--- config.mk ---
export PLATFORM = sky130hd
export DESIGN_NAME = wfot_fifo
export DESIGN_NICKNAME = d
export VERILOG_FILES = /design/src/hw/rtl/wfot_pkg.sv /design/src/hw/rtl/wfot_fifo.sv
export SDC_FILE = /design/constraint.sdc
export NUM_CORES = 1
export LEC_CHECK = 0
export ABC_CLOCK_PERIOD_IN_PS = 4500
export BUFFER_PORTS_ARGS = -buffer_cell sky130_fd_sc_hd__buf_4
export CORE_MARGIN = 2
export CORE_UTILIZATION = 45
export CTS_BUF_LIST = sky130_fd_sc_hd__clkbuf_8
export CTS_CLUSTER_DIAMETER = 40
export DETAILED_ROUTE_END_ITERATION = 12
export SYNTH_ARGS = -nofsm -noshare
export SYNTH_HDL_FRONTEND = slang
export SYNTH_SLANG_ARGS = --single-unit
--- constraint.sdc ---
create_clock -name i_clk -period 4.5 [get_ports i_clk]
set_clock_uncertainty 0.05 [all_clocks]
set_input_delay 0 -clock i_clk [delete_from_list [all_inputs] [get_ports i_clk]]
set_output_delay 0 -clock i_clk [all_outputs]
set_load 0.005 [all_outputs]
--- src/hw/rtl/wfot_pkg.sv ---
// Shared constants and types for the waypoint Frenet offset translator.
// No dependencies; every other file of the block imports this package.
package wfot_pkg;

    localparam int MAX_POINTS = 64;
    localparam int AW         = (MAX_POINTS > 2) ? $clog2(MAX_POINTS) : 1;
    localparam int CW         = $clog2(MAX_POINTS + 1);
    localparam int QDEPTH     = 4;
    localparam int QAW        = $clog2(QDEPTH);
    localparam int CFG_IW     = 2;

    typedef logic [CFG_IW-1:0] t_cfg_idx;
    localparam t_cfg_idx CFG_OFFSET_S  = 2'd0;
    localparam t_cfg_idx CFG_OFFSET_D  = 2'd1;
    localparam t_cfg_idx CFG_REF_INDEX = 2'd2;

    typedef struct packed {
        logic signed [31:0] offset_s;
        logic signed [31:0] offset_d;
        logic [5:0]         ref_index;
    } t_cfg;

    // One classified input beat: the point, where it is stored, and whether it ends the path.
    typedef struct packed {
        logic [31:0]   px;
        logic [31:0]   py;
        logic [31:0]   pz;
        logic          wr;
        logic [AW-1:0] addr;
        logic          last;
        logic [CW-1:0] n;
    } t_cmd;

endpackage

--- src/hw/rtl/wfot_fifo.sv ---
// Short command queue between the front end and the compute back end.
// Depends on wfot_pkg.
module wfot_fifo (
    input  logic           i_clk,
    input  logic           i_rst_n,
    input  logic           i_push,
    input  wfot_pkg::t_cmd i_cmd,
    output logic           o_full,
    input  logic           i_pop,
    output wfot_pkg::t_cmd o_cmd,
    output logic           o_empty
);
    import wfot_pkg::*;

    t_cmd           r_mem [QDEPTH];
    logic [QAW-1:0] r_wp;
    logic [QAW-1:0] r_rp;
    logic [QAW:0]   r_cnt;

    assign o_full  = (r_cnt == (QAW+1)'(QDEPTH));
    assign o_empty = (r_cnt == '0);
    assign o_cmd   = r_mem[r_rp];

    always_ff @(posedge i_clk) begin
        if (i_push) begin
            r_mem[r_wp] <= i_cmd;
        end
    end

    always_ff @(posedge i_clk) begin
        if (!i_rst_n) begin
            r_wp  <= '0;
            r_rp  <= '0;
            r_cnt <= '0;
        end else begin
            if (i_push) begin
                r_wp <= r_wp + 1'b1;
            end
            if (i_pop) begin
                r_rp <= r_rp + 1'b1;
            end
            r_cnt <= r_cnt + (QAW+1)'(i_push) - (QAW+1)'(i_pop);
        end
    end

endmodule

==> results of run 1 <==
==> kinds of logic (layout without fill, tap and decap cells) <==
group / after synthesis / after routing
other: 0 / 1
AO/OA/AOI/OAI: 2 / 2
AND/OR/NAND/NOR: 14 / 14
flip-flops: 453 / 453
adder cells (fa/ha/maj): 7 / 7
XOR/XNOR: 3 / 3
multiplexers: 112 / 112
buffers and inverters: 31 / 494
==> cell usage after synthesis, drive strengths merged <==
master	n	area, um^2
nor3	1	5.000
fa	1	20.02
nand3b	1	7.510
mux4	111	2500
nor2	5	18.77
ha	6	75.07
clkbuf	3	11.26
dfxtp	9	180.2
a21oi	1	5.000
mux2i	1	10.01
xnor2	2	17.52
and2	6	37.54
inv	7	26.28
xor3	1	23.77
buf	21	163.9
edfxtp	444	13330
and3	1	6.260
a21bo	1	10.01
==> final cells by class <==
class	instances	area, um^2
Antenna cell	1	2.502
Clock buffer	79	1087
Clock inverter	54	414.1
Fill cell	2645	14990
Inverter	7	26.28
Multi-Input combinational cell	138	2746
Sequential cell	453	13520
Tap cell	468	585.6
Timing Repair Buffer	354	2970
==> registers in the layout, indices dropped and copies added, names as in the netlist, named ones only <==
name and flops:
r_wp 2, r_rp 2, r_mem 444, r_cnt 3
==> worst min path at each step <==
stage | from | depth (start not counted) | end | slack [ps]
global route | i_cmd[0] | 2 | r_mem[2][0] | 60
global placement | i_cmd[19] | 1 | r_mem[2][19] | 150
floorplan | i_cmd[0] | 0 | r_mem[0][0] | 50
detailed placement | i_cmd[26] | 1 | r_mem[2][26] | 150
finish | i_cmd[0] | 2 | r_mem[2][0] | 80
CTS | i_cmd[0] | 2 | r_mem[2][0] | 30
==> power by group through the flow <==
stage	Combinational, mW	Sequential (mW)	Clock, mW
after floorplan	0.467	4.99	0
after detailed placement	0.925	5.03	0
after global placement	0.903	5.01	0
final	0.993	4.93	3.57
after CTS	1.01	4.94	3.66
after global routing	1.07	4.95	3.84
==> metrics by stage <==
| stage | area, um^2 | util (%) | total power, mW | hold slack, ps |
|---|---|---|---|---|
| after floorplan | 16450 | - | 5.457 | 48.87 |
| after global placement | 18700 | 51.44 | 5.910 | 149.4 |
| after detailed placement | 18700 | 51.44 | 5.951 | 152.9 |
| after CTS | 21350 | 58.74 | 9.615 | 34.88 |
| after global routing | 21350 | 58.75 | 9.857 | 55.42 |
| final | 21350 | 58.75 | 9.498 | 82.05 |
==> metal layers <==
layer	vias to the layer above	part of all wire [%]
met4	2	2.3
li1	3508	-
met3	65	6.1
met2	258	50
met5	-	0.039
met1	4132	42
==> impl_metrics.yaml, run 1 <==
timing:
  drv_slew: 0
  fmax_mhz: 363.8
  tns_ps: 0
  layout_setup_ws_ps: 1751
  finalSetupViolCount: 0
  period_share_pct: 61.09
  hold_viol_final: 0
  period_needed_ps: 2749
  slew-limit-headroom_pct: 32.50
  tightestPinTransition_ps: 1012
  rsz0062_at_grt: "false"
final_layout:
  stdcell_count: 1554
  final_common_cell: "edfxtp_1"
  nets: 1150
  syn2layout_area_growth_pct: 29.80
  drive_gt1_share_pct: 41.84
  mostFrequentLayoutCells: "edfxtp_1, buf_4, dlygate4sd3_1"
synthesis:
  avgSynthCellArea_um2: 26.45
  synth_compound_gate_area_share_pct: 0.09127
  yosysSeqAreaShare_pct: 82.14
  synthCells: 622
  netlist-cell-type-count: 20
  synthMuxAreaShare_pct: 15.26
  ys_seq_elements: 453
  synth_xor_area_share_pct: 0.2510
  synth_warnings: 0
  synth_top_family_by_area: "multiplexers"
  syn_area_um2: 16450
  synth_nets: 744
  yosys.area_share.simple_pct: 0.4563
  synthAdderAreaFrac_pct: 0.5780
worst_setup_path:
  rrSetupSlack_ps: 2120
  endpoint: "o_cmd[59]"
  critPathRequiredTime_ps: 4450
  crit_fanout: 32
  cp.buffers_inverters: 2
  regToRegStartpoint: "r_wp[0]"
  path_cells: "buf_4, mux4_2, buf_4"
  worstSetupPathType: "register to output port"
  crit_top_cell: "buf_4"
  cp.depth: 3
  cp_top_family: "flip-flops"
  r2r_end: "r_mem[0][38]"
  critPathMaxStageDelay_ps: 790
  startpoint_type: "register"
  slowest_stage: "dfxtp_4"
  cp.arrival_ps: 2700
  reg2reg_depth: 4
  critPathCaptureType: "output port"
power:
  switching_share_pct: 21.59
  pwr-share-seq_pct: 51.9
  p_int_mw: 7.448
  p_leak_nw: 7.383
  power.switching_mw: 2.051
  powerDensity_nw_per_um2: 444.8
  power_frac_comb_pct: 10.5
  power_frac_clock_pct: 37.6
  ir_drop_mv: 0.2735
global_route:
  gr-usage-met2_pct: 29.40
  grt_pass1_wl_mm: 50.84
  use_met3_pct: 4.421
  antenna_found_initial: 2
  grt_start_max_net_pins: 65
  grt_pass1_vias: 8965
  grt.total_usage_pct: 17.79
  grt_busiest_layer: "met2"
  grt-ovfl-total: 0
  met1_usage_pct: 22.87
drt:
  wl_mm: 33.26
  post_drt_via_cell_ratio: 5.125
  vias: 7965
  drtAntennaViolNets: 0
  wl_per_cell_um: 21.41
  drtIter0Drc: 340
  drc_errors: 0
  firstDrtPassIters: 4
die:
  die-area_um2: 38100
  rows: 70
  start_util_pct: 45.26
  io_pins: 228
  core_um2: 36350
  dieWidth_um: 195.2
  dieHeight_um: 195.2
clocking:
  post_cts_resized: 0
  cts_root_buffer: "clkbuf_8"
  htree_levels: 3
  clk_latency_ps: 600
  clock-sinks: 453
  cts_made_buffers: 74
  clk_path_buf_depth: 3
  path_clk_slew_ps: 60
  cts_hold_buf: 115
  post-cts-setup-buffer-count: 0
  cts_tree: "built"
outcome:
  status: "finished clean"
placement:
  post-place-cells: 1305
  gp_congestion: 0.7129
  portBuffers: 227
  dp_hpwl_mm: 19.61
  pre_cts_ws_ps: 2058
min_path:
  hp-class: "input port to register"
job:
  drv_cap: 0
No activity file was read; power rests on OpenSTA's default activity.
==> run 2, diff against run 1 <==
- ABC_CLOCK_PERIOD_IN_PS: 4500 -> 2310
- PLACE_DENSITY: not set -> 0.67
- clock period: 4.5 -> 2.31 ns (I/O delays scaled with it)
==> impl_metrics.yaml, run 2 (same netlist as run 1, synthesis figures left out) <==
drt:
  drtAntennaViolNets: 0
  wl_per_cell_um: 20.74
  vias: 7967
  post_drt_via_cell_ratio: 5.107
  firstDrtPassIters: 4
  drc_errors: 0
  drtIter0Drc: 515
  wl_mm: 32.36
worst_setup_path:
  slowest_stage: "dlygate4sd3_1"
  crit_start: "r_cnt[0]"
  cp.buffers_inverters: 3
  critPathMaxStageDelay_ps: 540
  crit_fanout: 2
  cp_top_family: "adder cells"
  endpoint: "r_cnt[1]"
  cp.arrival_ps: 2620
  startpoint_type: "register"
  worstSetupPathType: "register to register"
  r2r_end: "r_cnt[1]"
  cp.depth: 7
  regToRegStartpoint: "r_cnt[0]"
  rrSetupSlack_ps: 120
  critPathCaptureType: "register"
  reg2reg_depth: 7
  path_cells: "inv_1, ha_1, inv_1, ha_1, fa_1, and2_1, dlygate4sd3_1"
  critPathRequiredTime_ps: 2740
placement:
  portBuffers: 227
  place_area_um2: 18960
  gp_congestion: 0.6903
  post-place-cells: 1315
  dp_hpwl_mm: 18.62
  pre_cts_ws_ps: 643.5
job:
  drv_cap: 0
power:
  powerDensity_nw_per_um2: 837.1
  ir_drop_mv: 0.5603
  p_leak_nw: 7.428
global_route:
  grt_start_max_net_pins: 71
  grt_pass1_wl_mm: 49.54
  antenna_found_initial: 0
  grt-ovfl-total: 0
  grt_pass1_vias: 8775
  grt.total_usage_pct: 17.28
timing:
  hold_viol_final: 0
  drv_slew: 0
  finalSetupViolCount: 0
  layout_setup_ws_ps: 123.2
  fmax_mhz: 457.3
  rsz0062_at_grt: "false"
  period_share_pct: 94.67
  period_needed_ps: 2187
  tightestPinTransition_ps: 494.3
  slew-limit-headroom_pct: 67.05
  tns_ps: 0
die:
  io_pins: 228
  die-area_um2: 38100
  core_um2: 36350
  dieWidth_um: 195.2
  rows: 70
  dieHeight_um: 195.2
  start_util_pct: 45.26
clocking:
  post-cts-setup-buffer-count: 0
  path_clk_slew_ps: 60
  htree_levels: 3
  cts_root_buffer: "clkbuf_8"
  cts_made_buffers: 75
  post_cts_resized: 0
  clock-sinks: 453
  cts_hold_buf: 116
  clk_path_buf_depth: 3
  cts_tree: "built"
  clk_latency_ps: 590
final_layout:
  final_common_cell: "edfxtp_1"
  largestRegisters: "r_mem x444, r_cnt x3"
  fillers: 2626
  antenna_cells: 0
  syn2layout_area_growth_pct: 30.54
  drive_gt1_share_pct: 41.67
  stdcell_area_um2: 21480
  mostFrequentLayoutCells: "edfxtp_1, buf_4, dlygate4sd3_1"
  largest_reg_flops: 444
  nets: 1162
  largest-register: "r_mem"
  stdcell_count: 1560
min_path:
  hp-class: "input port to register"
outcome:
  status: "finished clean"
## run 2: final cells by class
cell class	count	area [um^2]	area share (%)
well taps	468	585.6	2.727
multi-input cells	138	2746	12.79
inverters	7	26.28	0.1223
flip-flops and latches	453	13520	62.96
clock buffers	77	1060	4.935
repair buffers	365	3243	15.10
clock inverters	52	294.0	1.369
## run 2: worst min path at each step
| stage | from | end | slack, ps | depth (start not counted) |
|---|---|---|---|---|
| 3_5_place_dp | i_cmd[98] | r_mem[0][98] | 150 | 1 |
| 5_1_grt | i_cmd[62] | r_mem[3][62] | 60 | 2 |
| 4_1_cts | i_cmd[3] | r_mem[2][3] | 30 | 2 |
| 2_1_floorplan | i_cmd[0] | r_mem[0][0] | 50 | 0 |
| 3_3_place_gp | i_cmd[68] | r_mem[1][68] | 150 | 1 |
| 6_report | i_cmd[15] | r_mem[3][15] | 100 | 2 |
## run 2: metrics by stage
| stage | util (%) | hold WS, ps | total power [mW] |
|---|---|---|---|
| floorplan | - | 48.87 | 10.60 |
| global placement | 52.17 | 150.9 | 11.59 |
| detailed placement | 52.17 | 152.0 | 11.63 |
| CTS | 59.08 | 31.83 | 18.23 |
| global route | 59.08 | 61.66 | 18.74 |
| finish | 59.08 | 95.27 | 17.98 |
## run 2: report_power, final
| group | switching (mW) | internal [mW] |
|---|---|---|
| logic | 0.865 | 1.17 |
| clock network | 2.97 | 3.41 |
| registers | 0.107 | 9.45 |
## run 2: per-layer routing
metal | share of wire, % | global-route usage [%] | vias to the layer above
met5 | 0 | 0 | -
met4 | 2.0 | 6.672 | 0
met3 | 6.0 | 4.421 | 40
met2 | 50 | 28.16 | 252
met1 | 42 | 22.60 | 4153
li1 | - | - | 3522
==> run 3, diff against run 2 <==
- CELL_PAD_IN_SITES_DETAIL_PLACEMENT: not set -> 2
- CELL_PAD_IN_SITES_GLOBAL_PLACEMENT: not set -> 2
- CORE_UTILIZATION: 45 -> 42
- PLACE_DENSITY: 0.67 -> not set
- PLACE_DENSITY_LB_ADDON: not set -> 0.1
==> impl_metrics.yaml, run 3 (same netlist as run 1, synthesis figures left out) <==
global_route:
  grt_pass1_wl_mm: 61.42
  grt-ovfl-total: 0
  antenna_found_initial: 0
  grt.total_usage_pct: 20.37
  grt_start_max_net_pins: 75
  grt_pass1_vias: 9620
final_layout:
  multi_input_area_um2: 2746
  nets: 1167
  antenna_cells: 0
  fillers: 3164
  drive_gt1_share_pct: 42.20
  largestRegisters: "r_mem x444, r_cnt x3"
  syn2layout_area_growth_pct: 31.63
  largest-register: "r_mem"
  stdcell_count: 1620
  final_common_cell: "edfxtp_1"
  mostFrequentLayoutCells: "edfxtp_1, buf_4, dlygate4sd3_1"
  regArea_um2: 13520
  largest_reg_flops: 444
worst_setup_path:
  crit_fanout: 2
  critPathCaptureType: "register"
  startpoint_type: "register"
  reg2reg_depth: 7
  critPathRequiredTime_ps: 2740
  worstSetupPathType: "register to register"
  cp.arrival_ps: 2640
drt:
  drtAntennaViolNets: 0
  firstDrtPassIters: 4
  vias: 8130
  wl_per_cell_um: 24.76
  wl_mm: 40.11
  post_drt_via_cell_ratio: 5.019
  drc_errors: 0
  drtIter0Drc: 382
clocking:
  cts_made_buffers: 79
  clk_path_buf_depth: 3
  clock-sinks: 453
  path_clk_slew_ps: 70
  cts_root_buffer: "clkbuf_8"
  cts_tree: "built"
  htree_levels: 3
  clk_latency_ps: 590
min_path:
  min_delay_path_depth: 2
  hp-class: "input port to register"
timing:
  tightestPinTransition_ps: 627.1
  finalSetupViolCount: 0
  fmax_mhz: 452.7
  period_needed_ps: 2209
  drv_slew: 0
  rsz0062_at_grt: "false"
  period_share_pct: 95.63
  slew-limit-headroom_pct: 58.19
  hold_viol_final: 0
  layout_setup_ws_ps: 100.9
  tns_ps: 0
placement:
  gp_congestion: 0.7026
  post-place-cells: 1362
  portBuffers: 227
  pre_cts_ws_ps: 539.5
  dp_hpwl_mm: 23.84
die:
  dieHeight_um: 201.9
  dieWidth_um: 201.9
  start_util_pct: 42.57
  core_um2: 38650
  io_pins: 228
  die-area_um2: 40770
  rows: 72
power:
  pwr-share-seq_pct: 51.2
  switching_share_pct: 22.83
  powerDensity_nw_per_um2: 863.3
  power_frac_comb_pct: 11.5
  power.switching_mw: 4.268
  p_leak_nw: 7.499
  p_int_mw: 14.43
  power_frac_clock_pct: 37.4
  ir_drop_mv: 0.5731
outcome:
  status: "finished clean"
job:
  drv_cap: 0
run 3: cell count changes in the layout (fill, tap and decap cells not counted), sizes merged:
cell	before	now
clkbuf	77	84
inv	33	35
buf	249	250
bufinv	3	4
clkinv	19	18
run 3: path summary, 6_finish.rpt:
check,slack [ps],start,endpoint
min,80,i_cmd[82],r_mem[3][82]
max,100,r_cnt[0],r_cnt[1]
min reg2reg,480,r_rp[1],register
max reg2reg,100,r_cnt[0],r_cnt[1]
run 3: power groups by stage:
stage	logic (mW)	registers, mW	clock network (mW)
after floorplan	0.915	9.69	0
after global placement	1.88	9.70	0
after detailed placement	1.95	9.75	0
after CTS	2.19	9.57	7.19
after global routing	2.32	9.59	7.55
final	2.14	9.57	6.98
run 3: layout make-up:
class	instances	area share, %
clock buffers	84	5.339
clock inverters	54	1.531
inverters	7	0.1213
multi-input cells	138	12.68
flip-flops and latches	453	62.44
well taps	518	2.993
repair buffers	366	14.89
run 3: metrics by stage:
| stage | total power, mW | cell area, um^2 | hold WS (ps) | utilization (%) |
|---|---|---|---|---|
| finish | 18.69 | 21650 | 81.88 | 56.03 |
| global route | 19.46 | 21650 | 34.15 | 56.03 |
| CTS | 18.95 | 21650 | 7.130 | 56.01 |
| detailed placement | 11.70 | 18940 | 152.6 | 49.00 |
| global placement | 11.58 | 18940 | 147.6 | 49.00 |
| floorplan | 10.60 | 16460 | 48.87 | - |
run 3: critical path: stages, from the launching register on:
cell and delay [ps]:
dfxtp_2 320, inv_1 50, ha_1 270, inv_1 50, ha_1 200, fa_1 450
and2_1 160, dlygate4sd3_1 550
run 3: what timing repair did:
item	CTS	global route
hold endpoints to repair	529	0
gates resized for setup	1	2
setup endpoints to repair	82	4
setup buffers	4	0
hold buffers	116	0
run 3: per-layer routing:
metal	vias up	global-route usage (%)	share of wire (%)
met4	0	7.379	2.3
met3	76	5.369	5.2
met5	-	0	0
met1	4289	24.59	39
met2	225	35.37	53
li1	3540	-	-
