<file path="src/hw/rtl/wfot_pkg.sv">
// Shared constants and types for the waypoint Frenet offset translator.
// No dependencies; every other file of the block imports this package.
package wfot_pkg;

    localparam int MAX_POINTS = 64;
    localparam int AW         = (MAX_POINTS > 2) ? $clog2(MAX_POINTS) : 1;
    localparam int CW         = $clog2(MAX_POINTS + 1);
    localparam int QDEPTH     = 4;
    localparam int QAW        = $clog2(QDEPTH);
    localparam int CFG_IW     = 2;

    typedef logic [CFG_IW-1:0] t_cfg_idx;
    localparam t_cfg_idx CFG_OFFSET_S  = 2'd0;
    localparam t_cfg_idx CFG_OFFSET_D  = 2'd1;
    localparam t_cfg_idx CFG_REF_INDEX = 2'd2;

    typedef struct packed {
        logic signed [31:0] offset_s;
        logic signed [31:0] offset_d;
        logic [5:0]         ref_index;
    } t_cfg;

    // One classified input beat: the point, where it is stored, and whether it ends the path.
    typedef struct packed {
        logic [31:0]   px;
        logic [31:0]   py;
        logic [31:0]   pz;
        logic          wr;
        logic [AW-1:0] addr;
        logic          last;
        logic [CW-1:0] n;
    } t_cmd;

endpackage

</file>
<file path="src/hw/rtl/wfot_if.sv">
// Handshake interfaces of the translator: point input, result output and register writes.
// Depends on wfot_pkg.
interface wfot_pt_if;
    logic        valid;
    logic        ready;
    logic [31:0] px;
    logic [31:0] py;
    logic [31:0] pz;
    logic        last_point;
    modport source (output valid, output px, output py, output pz, output last_point,
                    input ready);
    modport sink   (input valid, input px, input py, input pz, input last_point,
                    output ready);
endinterface


</file>
<file path="src/hw/rtl/wfot_front.sv">
// Front end: accepts waypoint beats, assigns store slots and marks the end of a path.
// Depends on wfot_pkg and wfot_if.
module wfot_front (
    input  logic           i_clk,
    input  logic           i_rst_n,
    wfot_pt_if.sink        i_pt,
    output wfot_pkg::t_cmd o_cmd,
    output logic           o_push,
    input  logic           i_full
);
    import wfot_pkg::*;

    logic [CW-1:0] r_count;
    logic [CW-1:0] n_count;
    logic          w_wr;

    assign i_pt.ready = !i_full;
    assign o_push     = i_pt.valid && !i_full;

    // Points beyond the store size are dropped, but their end flag still counts.
    assign w_wr = (r_count < CW'(MAX_POINTS));

    always_comb begin
        o_cmd.px   = i_pt.px;
        o_cmd.py   = i_pt.py;
        o_cmd.pz   = i_pt.pz;
        o_cmd.wr   = w_wr;
        o_cmd.addr = r_count[AW-1:0];
        o_cmd.last = i_pt.last_point;
        o_cmd.n    = r_count + CW'(w_wr);
        n_count    = i_pt.last_point ? '0 : (r_count + CW'(w_wr));
    end

    always_ff @(posedge i_clk) begin
        if (!i_rst_n) begin
            r_count <= '0;
        end else if (o_push) begin
            r_count <= n_count;
        end
    end

endmodule

</file>
<file path="src/flat_wrapper.sv">
// flat-port wrapper written by rule: the top's interface ports become plain ports
module wfot_front_flat import wfot_pkg::*;
  (i_clk, i_rst_n, o_cmd, o_push, i_full, i_pt_valid, i_pt_px, i_pt_py, i_pt_pz, i_pt_last_point, i_pt_ready);
  wfot_pt_if i_pt_i ();
  input  logic i_clk;
  input  logic i_rst_n;
  output wfot_pkg::t_cmd o_cmd;
  output logic o_push;
  input  logic i_full;
  input wire logic [$bits(i_pt_i.valid)-1:0] i_pt_valid;
  input wire logic [$bits(i_pt_i.px)-1:0] i_pt_px;
  input wire logic [$bits(i_pt_i.py)-1:0] i_pt_py;
  input wire logic [$bits(i_pt_i.pz)-1:0] i_pt_pz;
  input wire logic [$bits(i_pt_i.last_point)-1:0] i_pt_last_point;
  output wire logic [$bits(i_pt_i.ready)-1:0] i_pt_ready;
  assign i_pt_i.valid = i_pt_valid;
  assign i_pt_i.px = i_pt_px;
  assign i_pt_i.py = i_pt_py;
  assign i_pt_i.pz = i_pt_pz;
  assign i_pt_i.last_point = i_pt_last_point;
  assign i_pt_ready = i_pt_i.ready;
  wfot_front u_core (.i_clk(i_clk), .i_rst_n(i_rst_n), .i_pt(i_pt_i), .o_cmd(o_cmd), .o_push(o_push), .i_full(i_full));
endmodule
</file>
<file path="config.mk">
export PLATFORM = sky130hd
export DESIGN_NAME = wfot_front_flat
export DESIGN_NICKNAME = d
export VERILOG_FILES = /design/src/hw/rtl/wfot_pkg.sv /design/src/hw/rtl/wfot_if.sv /design/src/hw/rtl/wfot_front.sv /design/src/flat_wrapper.sv
export SDC_FILE = /design/constraint.sdc
export NUM_CORES = 1
export LEC_CHECK = 0
export BUFFER_PORTS_ARGS = -buffer_cell sky130_fd_sc_hd__buf_2
export CAP_MARGIN = 5
export CORE_AREA = 2 2 84 86
export CTS_CLUSTER_DIAMETER = 200
export DETAILED_ROUTE_END_ITERATION = 6
export DIE_AREA = 0 0 86 88
export GPL_TIMING_DRIVEN = 0
export PLACE_DENSITY = 0.65
export RECOVER_POWER = 100
export SETUP_SLACK_MARGIN = 0.1
export SKIP_LAST_GASP = 1
export SLEW_MARGIN = 20
export SYNTH_ARGS = -nofsm -noshare
export SYNTH_HDL_FRONTEND = slang
export SYNTH_SLANG_ARGS = --single-unit
</file>
<file path="constraint.sdc">
create_clock -name i_clk -period 2.2 [get_ports i_clk]
set_clock_uncertainty 0.2 [all_clocks]
set_input_delay 0.11 -clock i_clk [delete_from_list [all_inputs] [get_ports i_clk]]
set_output_delay 0.11 -clock i_clk [all_outputs]
set_load 0.02 [all_outputs]
</file>
==> results of run 1 <==
==> power breakdown <==
group | internal [mW] | total, mW | switching, mW
clock | 0.125 | 0.179 | 0.0534
combinational | 0.156 | 0.348 | 0.192
sequential | 0.129 | 0.129 | 0.000877
==> cells by family (layout without fill, tap and decap cells) <==
| kind of cell | after synthesis | count (layout) |
|---|---|---|
| AOI/OAI and AO/OA | 13 | 13 |
| xor gates and xnor gates | 5 | 5 |
| and+or+nand+nor | 20 | 20 |
| adders and majority gates | 2 | 2 |
| buffers and inverters | 108 | 229 |
| DFF | 7 | 7 |
==> per-stage QoR <==
| step | util, % | instance area (µm²) |
|---|---|---|
| 2_1_floorplan | - | 1220 |
| 3_3_place_gp | 28.7 | 1910 |
| 3_5_place_dp | 28.7 | 1910 |
| 4_1_cts | 29.4 | 1950 |
| 5_1_grt | 27.4 | 1820 |
| 6_report | 27.4 | 1820 |
==> area by class of cell <==
class	instances	share of cell area, %
sequential	7	7.69
multi-input combinational	40	16.0
inverter	3	0.618
clock buffer	4	2.47
tap	80	5.49
timing repair buffer	117	24.5
buffer	105	43.3
==> final timing paths <==
kind         slack, ns           endpoint  cells after the start
min           -0.00003  u_core.r_count[2]                      2
min reg2reg       0.28  u_core.r_count[0]                      2
max reg2reg       0.24  u_core.r_count[6]                      6
max               0.18           o_cmd[4]                      6
==> synth_stat cells, drive strengths merged <==
cell type and number:
xor2 2, ha 2, dfxtp 7, o311ai 2
inv 3, or2b 1, xnor2 3, nand2b 1
a21boi 7, or3b 1, or4 2, nand3 3
nand3b 3, nand2 5, or3 2, buf 105
nor2 2, a31oi 2, o21ai 2
==> per-layer routing <==
layer  track usage [%]  part of all wire, %
met1              6.72                   29
met2              14.2                   56
met3              3.58                   14
met4              1.30                 0.37
met5                 0                    0
==> what timing repair did <==
action,in CTS,in global routing
buffers inserted,0,0
hold buffers,0,0
resized for setup,0,4
endpoints found under the setup margin,0,3
==> impl_results.md, run 1 <==
- Status: complete, but fails checks
- Failing checks: hold timing
- Buffers on Ports: ~120
- Worst setup path startpoint: u_core.r_count[6]
- Synth Area in Adders: approximately 2.0%
- Largest register FFs: 7
- Rows: 30
- RSZ-0062 raised after global routing: no
- Worst IR Drop VDD: roughly 0.19 mV
- Total power: ~660 µW
- CTS tree: yes
- 1st-iter DRT viols: 22
- Tmin final: 2.02 ns
- Sequential standard cell area: 140 µm²
- Worst endpoint required time: 1.89 ns
- Largest cells by area after synthesis: buf_4 65%, dfxtp_1 11%, a21boi_1 2.5%
- TritonCTS Buffers: 3
- Post-synth cell types: 20
- Max-cap viol count: 0
- Die span in x: 86 µm
- Area leader, netlist: buf_4
- Dpl cells: ~350
- Setup tns final: 0 ns
- Syn Nets: between 200 and 300
- HP Start: i_rst_n
- Post-DRT Antenna Nets: 0
- Router iterations before antenna repair: 4
- Fin Hold WS: -0.0000310 ns
- Top cell type's share of synthesized area: between 60% and 70%
- Largest family of logic cells by synthesized area: buffers and inverters
- Mapped Cells: 155
- Chip height: 88 µm
- Pre-CTS setup slack: 0.230 ns
- Area growth syn-to-layout: 49.2%
- DRC: 0
- Routed vias: roughly 1300
- Initial antenna violation count: 0
- GRT Resource Usage Total: between 7 and 8%
- GRT overflow: 0
- Hold Crit Class: in -> reg
- PD cells: roughly 360 mW/mm²
- Worst path top cell family by delay: adder cells
- GPL Wtd Cong: 0.779
- Vias per cell: approximately 3.6
- R2r startpoint: u_core.r_count[6]
- Layout cells sized above 1: ~43%
- Max-Slew Margin vs Limit: 77.9%
- Synth Area in XOR/XNOR: roughly 3.6%
- H-tree levels: 1
- Simple-Gate Fraction of Synth Area: 9.84%
- Most common cell after layout, fill and taps aside: clkbuf_1
- I/O pins: between 200 and 250
- Final setup violation count: 0
- Setup slack after layout: roughly 0.18 ns
- Number of diodes: 0
- First-pass GRT wire length: 4.30 mm
- Vias in the first global route: ~1000
- Top reg by flops: u_core.r_count
- Kind of critical path: reg -> out
- Avg Synthesized Cell Area: ~7.9 µm²
- Worst path cell trace: inv_1 -> ha_1 -> ha_2 -> nand3_2 -> xnor2_1 -> clkbuf_1
- Yosys Warn Count: 0
- Seq cells post-synth: 7
- Commonest non-fill, non-tap cells in the layout: 113 x clkbuf_1, 105 x buf_4, 7 x dfxtp_1
- Synth Area in Compound Gates: between 7 and 8%
- Core box area: 0.00664 mm²
- P_leak: about 0.83 nW
- Max Clk Rate: roughly 500 MHz
- Pin count of the biggest net entering global routing: 9
- Clock Latency Late Sink: ~0.22 ns
- Final net count: 380
- CP max FO: 5
- Count of final max-slew check failures: 0
- Mux cell area share after synthesis: 0%
- CP arrival: between 1.5 and 2 ns
- Starting Density: between 10% and 20%
- Cell Area, Synth: ~0.0012 mm²
- Top Registers: u_core.r_count (7)
- Total clock sinks: 7
- Buffers & Inverters on Critical Path: 2
- Final hold vios: 1
- Routed WL: 3.49 mm
- Wire length per cell: a little under 10 µm
- Multi-input logic area: 292 µm²
- Critical Path Start Type: register
- Die area: 0.00757 mm²
- Crit. End Element: output port
- Root buffer cell: clkbuf_8
- Clock transition at path regs: ~0.040 ns
- Sequential share of the synthesized area: between 10 and 15%
- Clock Path Buffers: 2
- Tightest Pin Transition: roughly 0.33 ns
- FILL cells: 778
- Post-DP HPWL: around 3.1 mm
- Final worst path period share: between 90% and 100%
- Max stage delay on crit path: approximately 0.31 ns
- Slowest cell on the critical path: dfxtp_1
- Non-Filler Instances: 356
Power figures use the tool's default switching activity.
==> run 2, diff against run 1 <==
--- a/config.mk
+++ b/config.mk
@@ -5,6 +5,7 @@
 export SDC_FILE = /design/constraint.sdc
 export NUM_CORES = 1
 export LEC_CHECK = 0
+export ABC_CLOCK_PERIOD_IN_PS = 2200
 export BUFFER_PORTS_ARGS = -buffer_cell sky130_fd_sc_hd__buf_2
 export CAP_MARGIN = 5
 export CORE_AREA = 2 2 84 86
@@ -12,7 +13,7 @@
 export DETAILED_ROUTE_END_ITERATION = 6
 export DIE_AREA = 0 0 86 88
 export GPL_TIMING_DRIVEN = 0
-export PLACE_DENSITY = 0.65
+export PLACE_DENSITY = 0.58
 export RECOVER_POWER = 100
 export SETUP_SLACK_MARGIN = 0.1
 export SKIP_LAST_GASP = 1
==> impl_results.md, run 2 (synthesis results as in run 1) <==
- Status: finished, final reports clean
- Post-DP HPWL: 3.12 mm
- Flop pwr share: around a fifth
- Worst path cell trace: inv_2 -> ha_4 -> ha_1 -> nand3_2 -> nor2_2 -> xnor2_1 -> clkbuf_2
- Area growth syn-to-layout: 50.9%
- GR Util met1: roughly 7.2%
- Worst IR Drop VDD: around 0.12 mV
- Hold Crit Depth: 4
- Commonest non-fill, non-tap cells in the layout: 112 x clkbuf_1, 104 x buf_4, 7 x dfxtp_1
- Total clock sinks: 7
- GRT Resource Usage Total: a little under 8%
- DRC: 0
- Clock Power Share: 27.6%
- Met2 Usage GRT: 15.5%
- Router iterations before antenna repair: 4
- Largest register FFs: 7
- Final hold vios: 0
- 1st-iter DRT viols: 29
- Root buffer cell: clkbuf_8
- Max Clk Rate: roughly 500 MHz
- Kind of critical path: reg -> out
- CP arrival: ~1.7 ns
- RSZ-0062 raised after global routing: no
- Final net count: ~380
- CP max FO: 5
- PD cells: 361 mW/mm²
- TritonCTS Buffers: 3
- Sw power: roughly 250 µW
- Sw frac: between 30 and 40%
- GPL Wtd Cong: slightly below 0.8
- Worst path depth: 7
- Core box area: roughly 0.0066 mm²
- Die span in x: between 80 and 90 µm
- I/O pins: 214
- Top Registers: u_core.r_count (7)
- Rows: 30
- Critical Path Start Type: register
- Routed WL: 3.56 mm
- Total power: between 600 and 700 µW
- Clock transition at path regs: roughly 0.04 ns
- Vias per cell: between 3 and 4
- Slowest cell on the critical path: dfxtp_1
- Number of diodes: 0
- Max stage delay on crit path: 0.32 ns
- Pin count of the biggest net entering global routing: 9
- M3 GR Usage: 1.60%
- H-tree levels: 1
- Buffers on Ports: about 120
- Die area: between 0.007 and 0.008 mm²
- Wire length per cell: 9.98 µm
- Clock Path Buffers: 2
- Initial antenna violation count: 0
- FILL cells: about 760
- Combinational Power Share: a little over half
- Vias in the first global route: 1043
- Post-DRT Antenna Nets: 0
- Chip height: 88 µm
- FF-to-FF path depth: 6
- Count of final max-slew check failures: 0
- Dpl cells: between 300 and 400
- Max-Slew Margin vs Limit: 76.5%
- Crit. End Element: output port
- Worst endpoint required time: between 1.5 and 2 ns
- Clock Latency Late Sink: roughly 0.23 ns
- Hold Crit Class: in -> reg
- Pint: 412 µW
- Starting Density: 18.4%
- GR peak layer: met2
- First-pass GRT wire length: ~4.6 mm
- GRT overflow: 0
- Final setup violation count: 0
- Layout cells sized above 1: roughly 43%
- Placed instance area: between 0.0015 and 0.002 mm²
- CTS tree: yes
- Routed vias: between 1000 and 1500
- Setup tns final: 0 ns
- Tightest Pin Transition: between 0.3 and 0.4 ns
- Max-cap viol count: 0
- Top reg by flops: u_core.r_count
- Final worst path period share: between 80 and 90%
- Tmin final: between 1.5 and 2 ns
- Non-Filler Instances: between 300 and 400
- Finished Cell Area: 0.00184 mm²
- Buffers & Inverters on Critical Path: 2
- Util after Layout: between 20 and 30%
- Worst path top cell family by delay: adder cells
- P_leak: between 0.8 and 0.9 nW
- Most common cell after layout, fill and taps aside: clkbuf_1
run 2: worst min-delay path, delay by kind of cell:
family                 cells  cell delay [ns]
and+or+nand+nor            1             0.09
AOI/OAI and AO/OA          2             0.19
buffers and inverters      1             0.09
run 2: timing repair:
| action | CTS | global route |
|---|---|---|
| hold buffers | 1 | 0 |
| hold endpoints to repair | 1 | 0 |
| buffers inserted | 0 | 0 |
| endpoints found under the setup margin | 1 | 3 |
| resized for setup | 3 | 3 |
run 2: layout make-up:
class                           count  area, µm²  share of cell area [%]
Buffer                            105        788                    42.8
Clock buffer                        4       45.0                    2.44
Inverter                            3       11.3                   0.611
Multi-Input combinational cell     40        302                    16.4
Sequential cell                     7        140                    7.60
Tap cell                           80        100                    5.43
Timing Repair Buffer              118        457                    24.8
run 2: path summary, 6_finish.rpt:
kind              slack, ns               from           endpoint
setup / recovery       0.23  u_core.r_count[6]           o_cmd[6]
hold / removal         0.11         i_pt_valid  u_core.r_count[6]
setup reg to reg       0.29  u_core.r_count[6]  u_core.r_count[6]
hold reg to reg        0.32  u_core.r_count[0]  u_core.r_count[0]
run 2: per-layer routing:
metal,routed length [µm],up-vias
met1,1050,539
met5,0,-
met2,1970,119
met3,501,4
li1,-,635
met4,42,0
run 2: power groups by stage:
stage	Combinational, mW	Clock, mW	Sequential, mW
after floorplan	0.279	0	0.131
after global placement	0.374	0	0.132
after detailed placement	0.377	0	0.132
after CTS	0.379	0.186	0.129
after global routing	0.375	0.193	0.130
final	0.351	0.184	0.130
run 2: through the flow:
stage	hold slack (ns)	setup slack (ns)
2_1_floorplan	0.0631	0.376
3_3_place_gp	0.229	0.206
3_5_place_dp	0.236	0.176
4_1_cts	0.0896	0.130
5_1_grt	0.134	0.0940
6_report	0.110	0.227
==> run 3, diff against run 2 <==
--- a/config.mk
+++ b/config.mk
@@ -5,15 +5,15 @@
 export SDC_FILE = /design/constraint.sdc
 export NUM_CORES = 1
 export LEC_CHECK = 0
-export ABC_CLOCK_PERIOD_IN_PS = 2200
+export ABC_CLOCK_PERIOD_IN_PS = 2500
 export BUFFER_PORTS_ARGS = -buffer_cell sky130_fd_sc_hd__buf_2
 export CAP_MARGIN = 5
-export CORE_AREA = 2 2 84 86
+export CORE_AREA = 2 2 82 84
 export CTS_CLUSTER_DIAMETER = 200
 export DETAILED_ROUTE_END_ITERATION = 6
-export DIE_AREA = 0 0 86 88
+export DIE_AREA = 0 0 84 86
 export GPL_TIMING_DRIVEN = 0
-export PLACE_DENSITY = 0.58
+export PLACE_DENSITY = 0.6
 export RECOVER_POWER = 100
 export SETUP_SLACK_MARGIN = 0.1
 export SKIP_LAST_GASP = 1
==> constraint.sdc (replaced) <==
create_clock -name i_clk -period 2.5 [get_ports i_clk]
set_clock_uncertainty 0.2 [all_clocks]
set_input_delay 0.125 -clock i_clk [delete_from_list [all_inputs] [get_ports i_clk]]
set_output_delay 0.125 -clock i_clk [all_outputs]
set_load 0.02 [all_outputs]
==> impl_results.md, run 3 (synthesis results as in run 1) <==
- Kind of critical path: reg -> out
- First-pass GRT wire length: roughly 4.2 mm
- Multi-input logic area: approximately 280 µm²
- Clock Latency Late Sink: about 0.23 ns
- CP arrival: between 1.5 and 2 ns
- Vias in the first global route: ~1000
- Commonest non-fill, non-tap cells in the layout: 114 x clkbuf_1, 105 x buf_4, 7 x a21boi_0, 7 x dfxtp_1, 5 x nand2_1
- Clock Path Buffers: 2
- RSZ-0062 raised after global routing: no
- FF-to-FF path depth: 6
- GRT Resource Usage Total: between 7 and 8%
- Initial antenna violation count: 0
- Setup tns final: 0 ns
- Max-cap viol count: 0
- GPL Wtd Cong: approximately 0.77
- Worst endpoint required time: ~2.2 ns
- Final worst path period share: roughly 87%
- Buffers on Ports: around 120
- TritonCTS Buffers: 3
- Rows: 29
- Total power: ~580 µW
- PostCTS Resize Cnt: 0
- R2r startpoint: u_core.r_count[6]
- CTS tree: yes
- Vias per cell: 3.58
- Area growth syn-to-layout: 48.0%
- Status: finished, final reports clean
- Final setup violation count: 0
- Router iterations before antenna repair: 5
- H-tree levels: 1
- Dpl cells: ~350
- CP max FO: 5
- Clock transition at path regs: ~0.050 ns
- GRT overflow: 0
- DRC: 0
- Die area: around 0.0072 mm²
- Number of diodes: 0
- Tightest Pin Transition: between 0.3 and 0.4 ns
- Setup slack after layout: 0.329 ns
- P_leak: 0.830 nW
- Hold Crit Class: in -> reg
- Starting Density: between 10% and 20%
- Crit. End Element: output port
- Max Clk Rate: 461 MHz
- FF-to-FF End: u_core.r_count[6]
- Setup slack, reg-to-reg: 0.49 ns
- Total clock sinks: 7
- PD cells: ~320 mW/mm²
- I/O pins: between 200 and 250
- Max stage delay on crit path: 0.31 ns
- Top Registers: u_core.r_count (7)
- Tmin final: 2.17 ns
- Non-Filler Instances: 353
- FILL cells: 737
- Slowest cell on the critical path: dfxtp_1
- Hold Crit Depth: 2
- Hold Buf Count CTS: 0
- Layout cells sized above 1: between 40% and 50%
- Pre-CTS setup slack: between 0.4 and 0.5 ns
- Core box area: approximately 0.0063 mm²
- Routed WL: roughly 3.3 mm
- Post-DP HPWL: around 3.0 mm
- Util after Layout: 28.8%
- Most common cell after layout, fill and taps aside: clkbuf_1
- Root buffer cell: clkbuf_8
- Hold worst-path end: u_core.r_count[2]
- Top reg by flops: u_core.r_count
- Count of final max-slew check failures: 0
- 1st-iter DRT viols: 38
- Cell mode on critical path: ha_1
- Chip height: between 80 and 90 µm
- Worst path cell trace: inv_1 -> ha_1 -> ha_1 -> nand3_1 -> nor2_1 -> xnor2_1 -> clkbuf_1
- Wire length per cell: between 9 and 10 µm
- Routed vias: 1265
- Largest register FFs: 7
- Sequential standard cell area: approximately 140 µm²
- Max-Slew Margin vs Limit: 79.6%
- Final hold vios: 0
- Worst IR Drop VDD: 0.161 mV
- Die span in x: roughly 84 µm
- Post-DRT Antenna Nets: 0
- Pin count of the biggest net entering global routing: 9
- HP Start: i_rst_n
- Final net count: 380
- Post-CTS Setup Bufs: 0
- Critical Path Start Type: register
## run 3: worst max path at each step
stage                       from                 to  slack (ns)  depth (start not counted)
2_1_floorplan  u_core.r_count[6]  u_core.r_count[6]        0.68                          6
3_3_place_gp   u_core.r_count[6]  u_core.r_count[6]        0.51                          6
3_5_place_dp   u_core.r_count[6]  u_core.r_count[6]        0.48                          6
4_1_cts        u_core.r_count[6]           o_cmd[6]        0.37                          7
5_1_grt        u_core.r_count[6]           o_cmd[6]        0.12                          7
6_report       u_core.r_count[6]           o_cmd[6]        0.33                          7
## run 3: critical path: cells and delay by family (launching register included)
kind | cells | cell delay (ns)
flip-flops | 1 | 0.31
AND/OR/NAND/NOR | 2 | 0.36
buffers and inverters | 2 | 0.37
adder cells (fa/ha/maj) | 2 | 0.46
XOR/XNOR | 1 | 0.13
## run 3: metrics by stage
step	hold slack, ns	area (µm²)
4_1_cts	0.00854	1950
5_1_grt	0.0174	1810
6_report	0.00807	1810
2_1_floorplan	0.0781	1220
3_3_place_gp	0.243	1900
3_5_place_dp	0.251	1900
## run 3: routing by layer
| layer | share of wire, % | GRT usage (%) |
|---|---|---|
| met5 | 0 | 0 |
| met4 | 1.3 | 3.52 |
| met3 | 15 | 1.83 |
| met2 | 57 | 15.5 |
| met1 | 27 | 5.74 |
## run 3: final cells by class
class,count,share of cell area (%)
inverter,3,0.623
sequential,7,7.76
multi-input combinational,40,15.6
buffer,105,43.6
clock buffer,4,2.49
tap,77,5.33
timing repair buffer,117,24.6
## run 3: power breakdown
group	internal, mW	total, mW	switching, mW
sequential	0.113	0.114	0.000811
clock	0.111	0.161	0.0504
combinational	0.137	0.305	0.167
total	0.361	0.579	0.219
